[config.mk]
export PLATFORM = sky130hd
export DESIGN_NAME = gyro_bias_calibrate_correct
export DESIGN_NICKNAME = d
export VERILOG_FILES = /design/src/hw/rtl/gbc_pkg.sv /design/src/hw/rtl/gbc_div.sv /design/src/hw/rtl/gbc_dp.sv /design/src/hw/rtl/gbc_ctrl.sv /design/src/hw/rtl/gyro_bias_calibrate_correct.sv
export VERILOG_INCLUDE_DIRS = /design/src /design/src/hw/rtl
export SDC_FILE = /design/constraint.sdc
export NUM_CORES = 2
export LEC_CHECK = 0
export ABC_AREA = 1
export BUFFER_PORTS_ARGS = -buffer_cell sky130_fd_sc_hd__buf_4
export CELL_PAD_IN_SITES_DETAIL_PLACEMENT = 2
export CELL_PAD_IN_SITES_GLOBAL_PLACEMENT = 2
export CORE_ASPECT_RATIO = 1.75
export CORE_MARGIN = 3
export CORE_UTILIZATION = 40
export DETAILED_ROUTE_END_ITERATION = 10
export GPL_ROUTABILITY_DRIVEN = 0
export PLACE_DENSITY_LB_ADDON = 0.1
export SYNTH_ARGS = -nofsm -noshare
export SYNTH_HDL_FRONTEND = slang
export SYNTH_SLANG_ARGS = --single-unit
[constraint.sdc]
create_clock -name clk -period 17 [get_ports clk]
set_input_delay 2.55 -clock clk [delete_from_list [all_inputs] [get_ports clk]]
set_output_delay 2.55 -clock clk [all_outputs]
set_load 0.02 [all_outputs]
[src/hw/rtl/gyro_bias_calibrate_correct_assert.svh]
// assertion macros shared by the gyro bias calibration rtl
`ifndef GYRO_BIAS_CALIBRATE_CORRECT_ASSERT_SVH
`define GYRO_BIAS_CALIBRATE_CORRECT_ASSERT_SVH

// same-cycle implication, checked outside reset
`define GBC_ASSERT_IMPL(lbl, ck, rs, ante, cons) \
  lbl: assert property (@(posedge ck) disable iff (rs) (ante) |-> (cons)) \
    else $error("gbc assertion failed");

// next-cycle implication, checked outside reset
`define GBC_ASSERT_NEXT(lbl, ck, rs, ante, cons) \
  lbl: assert property (@(posedge ck) disable iff (rs) (ante) |=> (cons)) \
    else $error("gbc assertion failed");

`endif

[src/hw/rtl/gbc_pkg.sv]
// types and constants shared by the gyro bias calibration blocks
package gbc_pkg;

  localparam int SAMPLE_W   = 16;
  localparam int BOUND_W    = 15;
  localparam int APB_ADDR_W = 4;
  localparam int APB_DATA_W = 32;

  localparam int COARSE_RESET = 200;
  localparam int FINE_RESET   = 500;
  localparam int BOUND_RESET  = 10;

  typedef logic [1:0] gbc_reg_idx_t;
  localparam gbc_reg_idx_t REG_COARSE = 2'd0;
  localparam gbc_reg_idx_t REG_FINE   = 2'd1;
  localparam gbc_reg_idx_t REG_BOUND  = 2'd2;

  typedef enum logic [1:0] {
    PH_UNCAL   = 2'd0,
    PH_COARSE  = 2'd1,
    PH_FINE    = 2'd2,
    PH_CORRECT = 2'd3
  } gbc_phase_t;

  typedef enum logic {
    ST_IDLE,
    ST_DIVIDE
  } gbc_state_t;

  typedef struct packed {
    logic accept;
    logic div_start;
    logic bias_load;
  } gbc_cmd_t;

  typedef struct packed {
    logic phase_end;
    logic div_done;
  } gbc_sts_t;

  typedef struct packed {
    logic [2:0]          empty;
    gbc_phase_t          phase;
    logic [SAMPLE_W-1:0] z;
    logic [SAMPLE_W-1:0] y;
    logic [SAMPLE_W-1:0] x;
  } gbc_res_t;

endpackage

[src/hw/rtl/gbc_div.sv]
// three-lane restoring divider, signed dividend by unsigned divisor, one bit per cycle
`include "gyro_bias_calibrate_correct_assert.svh"

module gbc_div import gbc_pkg::*; #(
  parameter int SUM_W = 27,
  parameter int DIV_W = 11
) (
  input  logic                       clk,
  input  logic                       rst,
  input  logic                       start,
  input  logic [2:0]                 lane_en_in,
  input  logic signed [SUM_W-1:0]    dividend [3],
  input  logic [DIV_W-1:0]           divisor [3],
  output logic                       done,
  output logic [2:0]                 lane_en,
  output logic signed [SAMPLE_W-1:0] quotient [3]
);

  localparam int ITER_W = $clog2(SUM_W);

  logic              busy;
  logic [ITER_W-1:0] iter;
  logic [SUM_W-1:0]  quo [3];
  logic [DIV_W-1:0]  rem [3];
  logic [DIV_W-1:0]  dvs [3];
  logic [2:0]        neg;

  logic [DIV_W:0]    rem_sh [3];
  logic [2:0]        ge;
  logic [DIV_W-1:0]  rem_next [3];
  logic [SUM_W-1:0]  mag [3];

  always_comb begin
    for (int k = 0; k < 3; k++) begin
      mag[k]      = dividend[k][SUM_W-1] ? SUM_W'(-dividend[k]) : SUM_W'(dividend[k]);
      rem_sh[k]   = {rem[k], quo[k][SUM_W-1]};
      ge[k]       = rem_sh[k] >= {1'b0, dvs[k]};
      rem_next[k] = ge[k] ? DIV_W'(rem_sh[k] - {1'b0, dvs[k]}) : DIV_W'(rem_sh[k]);
      quotient[k] = neg[k] ? -$signed(quo[k][SAMPLE_W-1:0]) : $signed(quo[k][SAMPLE_W-1:0]);
    end
  end

  always_ff @(posedge clk) begin
    if (rst) begin
      busy    <= 1'b0;
      done    <= 1'b0;
      iter    <= '0;
      lane_en <= '0;
    end else begin
      done <= 1'b0;
      if (start) begin
        busy    <= 1'b1;
        iter    <= '0;
        lane_en <= lane_en_in;
      end else if (busy) begin
        iter <= iter + 1'b1;
        if (iter == ITER_W'(SUM_W - 1)) begin
          busy <= 1'b0;
          done <= 1'b1;
        end
      end
    end
  end

  always_ff @(posedge clk) begin
    for (int k = 0; k < 3; k++) begin
      if (start) begin
        quo[k] <= mag[k];
        rem[k] <= '0;
        dvs[k] <= divisor[k];
        neg[k] <= dividend[k][SUM_W-1];
      end else if (busy) begin
        quo[k] <= {quo[k][SUM_W-2:0], ge[k]};
        rem[k] <= rem_next[k];
      end
    end
  end

  `GBC_ASSERT_NEXT(a_start_runs, clk, rst, start, busy)

endmodule

[src/hw/rtl/gbc_dp.sv]
// datapath: accumulators, outlier window, bias registers and correction
module gbc_dp import gbc_pkg::*; #(
  parameter int COUNT_BITS = 10
) (
  input  logic                       clk,
  input  logic                       rst,
  input  gbc_cmd_t                   cmd,
  output gbc_sts_t                   sts,
  input  logic signed [SAMPLE_W-1:0] rate_x,
  input  logic signed [SAMPLE_W-1:0] rate_y,
  input  logic signed [SAMPLE_W-1:0] rate_z,
  input  logic                       restart_cal,
  input  logic [COUNT_BITS-1:0]      coarse_count,
  input  logic [COUNT_BITS-1:0]      fine_count,
  input  logic [BOUND_W-1:0]         accept_bound,
  output gbc_res_t                   result
);

  localparam int SUM_W = COUNT_BITS + 17;
  localparam int DIV_W = COUNT_BITS + 1;

  gbc_phase_t                 phase;
  logic [COUNT_BITS-1:0]      sample_count;
  logic signed [SUM_W-1:0]    axis_sum [3];
  logic [DIV_W-1:0]           accept_count [3];
  logic signed [SAMPLE_W-1:0] axis_bias [3];
  logic [2:0]                 empty_flags;

  logic signed [SAMPLE_W-1:0] raw [3];
  gbc_phase_t                 ph_eff;
  gbc_phase_t                 phase_next;
  logic [COUNT_BITS-1:0]      cnt_eff;
  logic [COUNT_BITS-1:0]      cnt_inc;
  logic [COUNT_BITS-1:0]      limit;
  logic [COUNT_BITS-1:0]      limit_eff;
  logic                       cnt_end;
  logic                       in_calib;
  logic [2:0]                 flags_eff;
  logic [2:0]                 empty_new;
  logic signed [SAMPLE_W:0]   bound_s;
  logic signed [SAMPLE_W-1:0] bias_eff [3];
  logic signed [SUM_W-1:0]    sum_eff [3];
  logic signed [SUM_W-1:0]    sum_add [3];
  logic [DIV_W-1:0]           acc_eff [3];
  logic [DIV_W-1:0]           acc_add [3];
  logic signed [SAMPLE_W:0]   diff [3];
  logic [2:0]                 in_win;
  logic [2:0]                 zero_acc;
  logic [SAMPLE_W-1:0]        corr [3];
  logic [2:0]                 div_en;
  logic [DIV_W-1:0]           divisor [3];
  logic [2:0]                 lane_en;
  logic signed [SAMPLE_W-1:0] quotient [3];
  logic                       div_done;

  assign raw[0] = rate_x;
  assign raw[1] = rate_y;
  assign raw[2] = rate_z;

  always_comb begin
    ph_eff    = restart_cal ? PH_COARSE : phase;
    cnt_eff   = restart_cal ? '0 : sample_count;
    flags_eff = restart_cal ? '0 : empty_flags;
    cnt_inc   = cnt_eff + 1'b1;
    limit     = (ph_eff == PH_COARSE) ? coarse_count : fine_count;
    limit_eff = (limit == '0) ? COUNT_BITS'(1) : limit;
    // a wrapped count means the full 2^COUNT_BITS samples were seen
    cnt_end   = (cnt_inc >= limit_eff) || (cnt_inc == '0);
    in_calib  = (ph_eff == PH_COARSE) || (ph_eff == PH_FINE);
    bound_s   = $signed({2'b00, accept_bound});
    for (int k = 0; k < 3; k++) begin
      bias_eff[k] = restart_cal ? '0 : axis_bias[k];
      sum_eff[k]  = restart_cal ? '0 : axis_sum[k];
      acc_eff[k]  = restart_cal ? '0 : accept_count[k];
      diff[k]     = (SAMPLE_W+1)'(raw[k]) - (SAMPLE_W+1)'(bias_eff[k]);
      in_win[k]   = (diff[k] >= -bound_s) && (diff[k] <= bound_s);
      if ((ph_eff == PH_COARSE) || ((ph_eff == PH_FINE) && in_win[k])) begin
        sum_add[k] = sum_eff[k] + SUM_W'(raw[k]);
      end else begin
        sum_add[k] = sum_eff[k];
      end
      acc_add[k]  = ((ph_eff == PH_FINE) && in_win[k]) ? acc_eff[k] + 1'b1 : acc_eff[k];
      zero_acc[k] = (acc_add[k] == '0);
      corr[k]     = SAMPLE_W'(raw[k] - bias_eff[k]);
      divisor[k]  = (ph_eff == PH_COARSE) ? {cnt_inc == '0, cnt_inc} : acc_add[k];
    end
    div_en    = (ph_eff == PH_COARSE) ? 3'b111 : ~zero_acc;
    empty_new = flags_eff | (((ph_eff == PH_FINE) && cnt_end) ? zero_acc : 3'b000);
  end

  always_comb begin
    case (ph_eff)
      PH_COARSE: phase_next = cnt_end ? PH_FINE : PH_COARSE;
      PH_FINE:   phase_next = cnt_end ? PH_CORRECT : PH_FINE;
      default:   phase_next = ph_eff;
    endcase
  end

  always_comb begin
    result.empty = empty_new;
    result.phase = ph_eff;
    if (ph_eff == PH_CORRECT) begin
      result.x = corr[0];
      result.y = corr[1];
      result.z = corr[2];
    end else begin
      result.x = raw[0];
      result.y = raw[1];
      result.z = raw[2];
    end
  end

  assign sts = '{phase_end: in_calib && cnt_end, div_done: div_done};

  always_ff @(posedge clk) begin
    if (rst) begin
      phase        <= PH_UNCAL;
      sample_count <= '0;
      empty_flags  <= '0;
      for (int k = 0; k < 3; k++) begin
        axis_sum[k]     <= '0;
        accept_count[k] <= '0;
        axis_bias[k]    <= '0;
      end
    end else if (cmd.accept) begin
      phase       <= phase_next;
      empty_flags <= empty_new;
      if (sts.phase_end) begin
        sample_count <= '0;
      end else if (in_calib) begin
        sample_count <= cnt_inc;
      end else begin
        sample_count <= cnt_eff;
      end
      for (int k = 0; k < 3; k++) begin
        axis_bias[k] <= bias_eff[k];
        if (sts.phase_end) begin
          axis_sum[k]     <= '0;
          accept_count[k] <= '0;
        end else begin
          axis_sum[k]     <= sum_add[k];
          accept_count[k] <= acc_add[k];
        end
      end
    end else if (cmd.bias_load) begin
      // lanes that accepted nothing keep the coarse bias
      for (int k = 0; k < 3; k++) begin
        if (lane_en[k]) begin
          axis_bias[k] <= quotient[k];
        end
      end
    end
  end

  gbc_div #(
    .SUM_W (SUM_W),
    .DIV_W (DIV_W)
  ) u_div (
    .clk        (clk),
    .rst        (rst),
    .start      (cmd.div_start),
    .lane_en_in (div_en),
    .dividend   (sum_add),
    .divisor    (divisor),
    .done       (div_done),
    .lane_en    (lane_en),
    .quotient   (quotient)
  );

endmodule

[src/hw/rtl/gbc_ctrl.sv]
// controller: accepts samples and waits out the bias division at phase ends
`include "gyro_bias_calibrate_correct_assert.svh"

module gbc_ctrl import gbc_pkg::*; (
  input  logic     clk,
  input  logic     rst,
  input  logic     in_valid,
  input  logic     out_space,
  output logic     in_ready,
  input  gbc_sts_t sts,
  output gbc_cmd_t cmd
);

  gbc_state_t state;
  gbc_state_t state_next;

  always_comb begin
    state_next = state;
    case (state)
      ST_IDLE: begin
        if (in_valid && out_space && sts.phase_end) begin
          state_next = ST_DIVIDE;
        end
      end
      ST_DIVIDE: begin
        if (sts.div_done) begin
          state_next = ST_IDLE;
        end
      end
      default: state_next = ST_IDLE;
    endcase
  end

  always_comb begin
    in_ready      = 1'b0;
    cmd.accept    = 1'b0;
    cmd.div_start = 1'b0;
    cmd.bias_load = 1'b0;
    case (state)
      ST_IDLE: begin
        in_ready      = out_space;
        cmd.accept    = in_valid && out_space;
        cmd.div_start = in_valid && out_space && sts.phase_end;
      end
      ST_DIVIDE: begin
        cmd.bias_load = sts.div_done;
      end
      default: begin
        in_ready = 1'b0;
      end
    endcase
  end

  always_ff @(posedge clk) begin
    if (rst) begin
      state <= ST_IDLE;
    end else begin
      state <= state_next;
    end
  end

  `GBC_ASSERT_IMPL(a_no_accept_in_divide, clk, rst, state == ST_DIVIDE, !cmd.accept)
  `GBC_ASSERT_IMPL(a_done_only_in_divide, clk, rst, sts.div_done, state == ST_DIVIDE)

endmodule

[src/hw/rtl/gyro_bias_calibrate_correct.sv]
// top level: config registers, stream ports and two-entry result buffer
// results: each result is written into the result buffer when its input transaction is accepted
// throughput: one sample per cycle while the result buffer has space; a sample that
//   ends the coarse or fine phase holds off the next one while the bit-serial
//   divider computes the three biases
// reset: synchronous, clears phase, accumulators, biases and flags; registers
//   return to 200, 500 and 10
`include "gyro_bias_calibrate_correct_assert.svh"

module gyro_bias_calibrate_correct import gbc_pkg::*; #(
  parameter int COUNT_BITS = 10
) (
  input  logic                  clk,
  input  logic                  rst,
  input  logic                  s_tvalid,
  output logic                  s_tready,
  input  logic [47:0]           s_tdata,   // rate_x, rate_y, rate_z
  input  logic                  s_tuser,   // restart_cal
  output logic                  m_tvalid,
  input  logic                  m_tready,
  output logic [47:0]           m_tdata,   // out_x, out_y, out_z
  output logic [4:0]            m_tuser,   // cal_phase, empty_axis_flag
  input  logic                  psel,
  input  logic                  penable,
  input  logic                  pwrite,
  input  logic [APB_ADDR_W-1:0] paddr,
  input  logic [APB_DATA_W-1:0] pwdata,
  output logic [APB_DATA_W-1:0] prdata,
  output logic                  pready
);

  logic [COUNT_BITS-1:0] coarse_count;
  logic [COUNT_BITS-1:0] fine_count;
  logic [BOUND_W-1:0]    accept_bound;
  gbc_reg_idx_t          reg_idx;
  logic                  reg_wr;

  gbc_cmd_t cmd;
  gbc_sts_t sts;
  gbc_res_t result;

  gbc_res_t   buf0;
  gbc_res_t   buf1;
  logic [1:0] buf_cnt;
  logic       push;
  logic       pop;

  // configuration
  assign pready  = 1'b1;
  assign reg_idx = paddr[3:2];
  assign reg_wr  = psel && penable && pwrite && pready;

  always_ff @(posedge clk) begin
    if (rst) begin
      coarse_count <= COUNT_BITS'(COARSE_RESET);
      fine_count   <= COUNT_BITS'(FINE_RESET);
      accept_bound <= BOUND_W'(BOUND_RESET);
    end else if (reg_wr) begin
      case (reg_idx)
        REG_COARSE: coarse_count <= pwdata[COUNT_BITS-1:0];
        REG_FINE:   fine_count   <= pwdata[COUNT_BITS-1:0];
        REG_BOUND:  accept_bound <= pwdata[BOUND_W-1:0];
        default:    ;
      endcase
    end
  end

  always_comb begin
    case (reg_idx)
      REG_COARSE: prdata = APB_DATA_W'(coarse_count);
      REG_FINE:   prdata = APB_DATA_W'(fine_count);
      REG_BOUND:  prdata = APB_DATA_W'(accept_bound);
      default:    prdata = '0;
    endcase
  end

  gbc_ctrl u_ctrl (
    .clk       (clk),
    .rst       (rst),
    .in_valid  (s_tvalid),
    .out_space (buf_cnt != 2'd2),
    .in_ready  (s_tready),
    .sts       (sts),
    .cmd       (cmd)
  );

  gbc_dp #(
    .COUNT_BITS (COUNT_BITS)
  ) u_dp (
    .clk          (clk),
    .rst          (rst),
    .cmd          (cmd),
    .sts          (sts),
    .rate_x       (s_tdata[15:0]),
    .rate_y       (s_tdata[31:16]),
    .rate_z       (s_tdata[47:32]),
    .restart_cal  (s_tuser),
    .coarse_count (coarse_count),
    .fine_count   (fine_count),
    .accept_bound (accept_bound),
    .result       (result)
  );

  // result buffer, head entry drives the master side
  assign push     = cmd.accept;
  assign pop      = m_tvalid && m_tready;
  assign m_tvalid = (buf_cnt != 2'd0);
  assign m_tdata  = {buf0.z, buf0.y, buf0.x};
  assign m_tuser  = {buf0.empty, buf0.phase};

  always_ff @(posedge clk) begin
    if (rst) begin
      buf_cnt <= 2'd0;
    end else begin
      case ({push, pop})
        2'b10:   buf_cnt <= buf_cnt + 2'd1;
        2'b01:   buf_cnt <= buf_cnt - 2'd1;
        default: buf_cnt <= buf_cnt;
      endcase
    end
  end

  always_ff @(posedge clk) begin
    case ({push, pop})
      2'b10: begin
        if (buf_cnt == 2'd0) begin
          buf0 <= result;
        end else begin
          buf1 <= result;
        end
      end
      2'b01: begin
        buf0 <= buf1;
      end
      2'b11: begin
        if (buf_cnt == 2'd1) begin
          buf0 <= result;
        end else begin
          buf0 <= buf1;
          buf1 <= result;
        end
      end
      default: ;
    endcase
  end

  `GBC_ASSERT_NEXT(a_result_follows, clk, rst, s_tvalid && s_tready, m_tvalid)
  `GBC_ASSERT_IMPL(a_full_stalls_input, clk, rst, buf_cnt == 2'd2, !s_tready)

endmodule

==> metrics.txt <==
total leakage power=18.59 nW; Hold WC Path Type=flip-flop to flip-flop; area post-placement=0.03903 mm2; Max Used Layer=met5; first-pass detailed-route iteration total=5; WL final=145,300 um; final setup violation count=0; final instance area=0.04085 mm2; Max stage delay on crit path=680 ps; MaxCap Viol Count=0; # rows=147; Remaining Overflow, GRT=0; clk root buf=clkbuf_16; vias in the first global route=39,100; hold_ws=459.9 ps; worst clock skew=24.49 ps; Detail Placement HPWL=112,300 um; Wirelength per Cell=23.14 um; Max Transition Viols Final=0; CTS tree=built; Post-synth EDFFs=418; met3 WL=3903 um; largest net degree at the start of global routing=76; CP Capture Type=flip-flop; die span in x=235.9 um; largest fanout on the critical path=54; Tightest Pin Transition=1328 ps; area grow syn2layout=10.41%; Worst slew margin=10.55%; peak supply drop=73.70 uV; hold_buf cts=0; WP data required=17,380 ps; Warnings, synthesis=0; CP Launch Point=s_tuser; routed vias/inst=5.611; antenna violations before repair=3; Starting Density=40.31%; hold depth=2; flop2flop setup slack=9190 ps; Num CTS Buffers=52; Synth area leaders=edfxtp_1, nand2_1, ha_1; NumNets Final=5,429; Endpoint, Worst Hold=u_dp.empty_flags[2]; total number of vias=35,240; post-CTS setup buffers=0; crit path kind=input port to flip-flop; total power=4.538 mW; Synth Flop Type=edfxtp_1; crit path max-delay cell type=nand2_2; WL met1=55,720 um; H-Tree Depth=2; post-route setup TNS=0 ps; Die Area=0.09633 mm2; WP data arrival=10,050 ps; commonest non-fill, non-tap cell in the layout=nand2_1; Syn Inst Count=4,971; share of the synthesized area in the top cell type=33.93%; Final Hold Viols=0; syn avg cell area=7.443 um2; commonest cells after routing, fill and taps aside=nand2_1, inv_1, nor2_1, edfxtp_1, nand3_1; HP Start=u_dp.empty_flags[2]; first-pass GRT wire length=224,500 um; Fmax=103.4 MHz; setup ws final=7331 ps; clock sink count=481; Clock Tree Buf Depth=3; startpoint types=input port; placed insts=6,182; post-route DRC violation count=0; core region area=0.09178 mm2; met2 wire len=77,670 um; Skew-Pair Late Insertion Delay=650 ps; pre-CTS WS=6735 ps; setup repair after global routing missed its margin=no; worst reg2reg path endpoint=u_dp.u_div.quo[0][18]; Worst-path clk slew=60 ps; Synth cell types=61; post-layout util=44.51%; Non-Filler Instances=6,280; Yosys top cell by area=edfxtp_1; flop and latch count out of synthesis=481; Power Dens Cells=111.1 mW/mm2; CTS-repair resized insts=0; fillcell total=10,810; Critical R2R Launch=accept_bound[0]; layout cells sized above 1=7.273%; I/O Buffers=142; Die Span Y=408.3 um; register area share after synthesis=37.33%; post-route minimum period=9669 ps; Post-Syn Area=0.03700 mm2; status=complete, no violations; Routed Antenna Nets=0; period utilization=56.87%; I/O pins=180; CP most frequent cell=nand2_1; total track usage=29.58%; Initial DRC Count=1,588; worst r2r path cells=28; asr flop ratio synth=0%
worst max-delay path by stage:
| stage | end | slack [ps] |
|---|---|---|
| finish | u_dp.u_div.quo[0][18] | 7330 |
| global route | u_dp.u_div.quo[2][10] | 6770 |
| CTS | u_dp.u_div.quo[0][18] | 7370 |
| detailed placement | u_dp.u_div.quo[0][18] | 6730 |
| global placement | u_dp.u_div.quo[0][18] | 7010 |
| floorplan | u_dp.u_div.quo[0][0] | 7510 |
state kept, by name (all words and copies together), names as in the netlist:
name,count
u_dp.u_div.neg,3
u_dp.empty_flags,3
buf1,53
u_dp.u_div.dvs,33
u_dp.axis_bias,48
u_ctrl.state,1
m_tuser,5
fine_count,10
u_dp.u_div.quo,81
u_dp.phase,2
u_dp.u_div.busy,1
u_dp.u_div.done,1
u_dp.sample_count,10
m_tdata,48
buf_cnt,2
accept_bound,15
coarse_count,10
u_dp.accept_count,33
u_dp.u_div.iter,5
u_dp.u_div.rem,33
u_dp.u_div.lane_en,3
u_dp.axis_sum,81
area by class of cell:
class / count / area, um2 / area share (%)
clock buffer: 64 / 1408 / 3.446
clock inverter: 33 / 410.4 / 1.005
multi-input combinational: 3688 / 19980 / 48.91
tap: 1192 / 1491 / 3.651
sequential: 481 / 13810 / 33.82
inverter: 649 / 2442 / 5.979
antenna: 1 / 2.502 / 0.006126
timing repair buffer: 172 / 1304 / 3.192
report_power, final:
group / switching (mW) / total (mW) / internal (mW)
Sequential: 0.0677 / 1.61 / 1.54
Clock: 0.547 / 1.26 / 0.715
Combinational: 1.17 / 1.67 / 0.502
critical path: cells and delay by family:
family	cells	cell delay, ps
buf+inv	3	780
simple gates	21	4310
xor+xnor	1	350
fa+ha+maj	3	1150
compound gates	5	810
metal layers:
| layer | up-vias | track usage [%] |
|---|---|---|
| met5 | - | 0 |
| met4 | 2 | 14.24 |
| met3 | 297 | 2.723 |
| met2 | 611 | 56.92 |
| met1 | 17740 | 32.05 |
| li1 | 16590 | - |
cells by family (layout without fill, tap and decap cells):
group,Yosys count,in the layout,share of synthesized area [%]
other,2,19,0.02030
AO/OA/AOI/OAI,817,817,12.29
adder cells (fa/ha/maj),293,293,10.09
buffers and inverters,818,918,8.968
AND/OR/NAND/NOR,2371,2371,26.81
flip-flops,481,481,37.33
XOR/XNOR,189,189,4.494
cell usage after synthesis, types with 14 or more instances:
cell / n
nand2_1: 1253
inv_1: 633
nor2_1: 540
edfxtp_1: 418
nand3_1: 343
o21ai_0: 342
ha_1: 284
a21oi_1: 271
xor2_1: 127
clkbuf_1: 76
nor3_1: 65
dfxtp_1: 63
xnor2_1: 61
nand4_1: 59
or2_2: 42
buf_4: 38
buf_2: 36
o22ai_1: 36
o21ai_1: 25
a22o_1: 17
a211oi_1: 16
a21o_1: 15
a31oi_1: 14
Power figures use the tool's default switching activity.
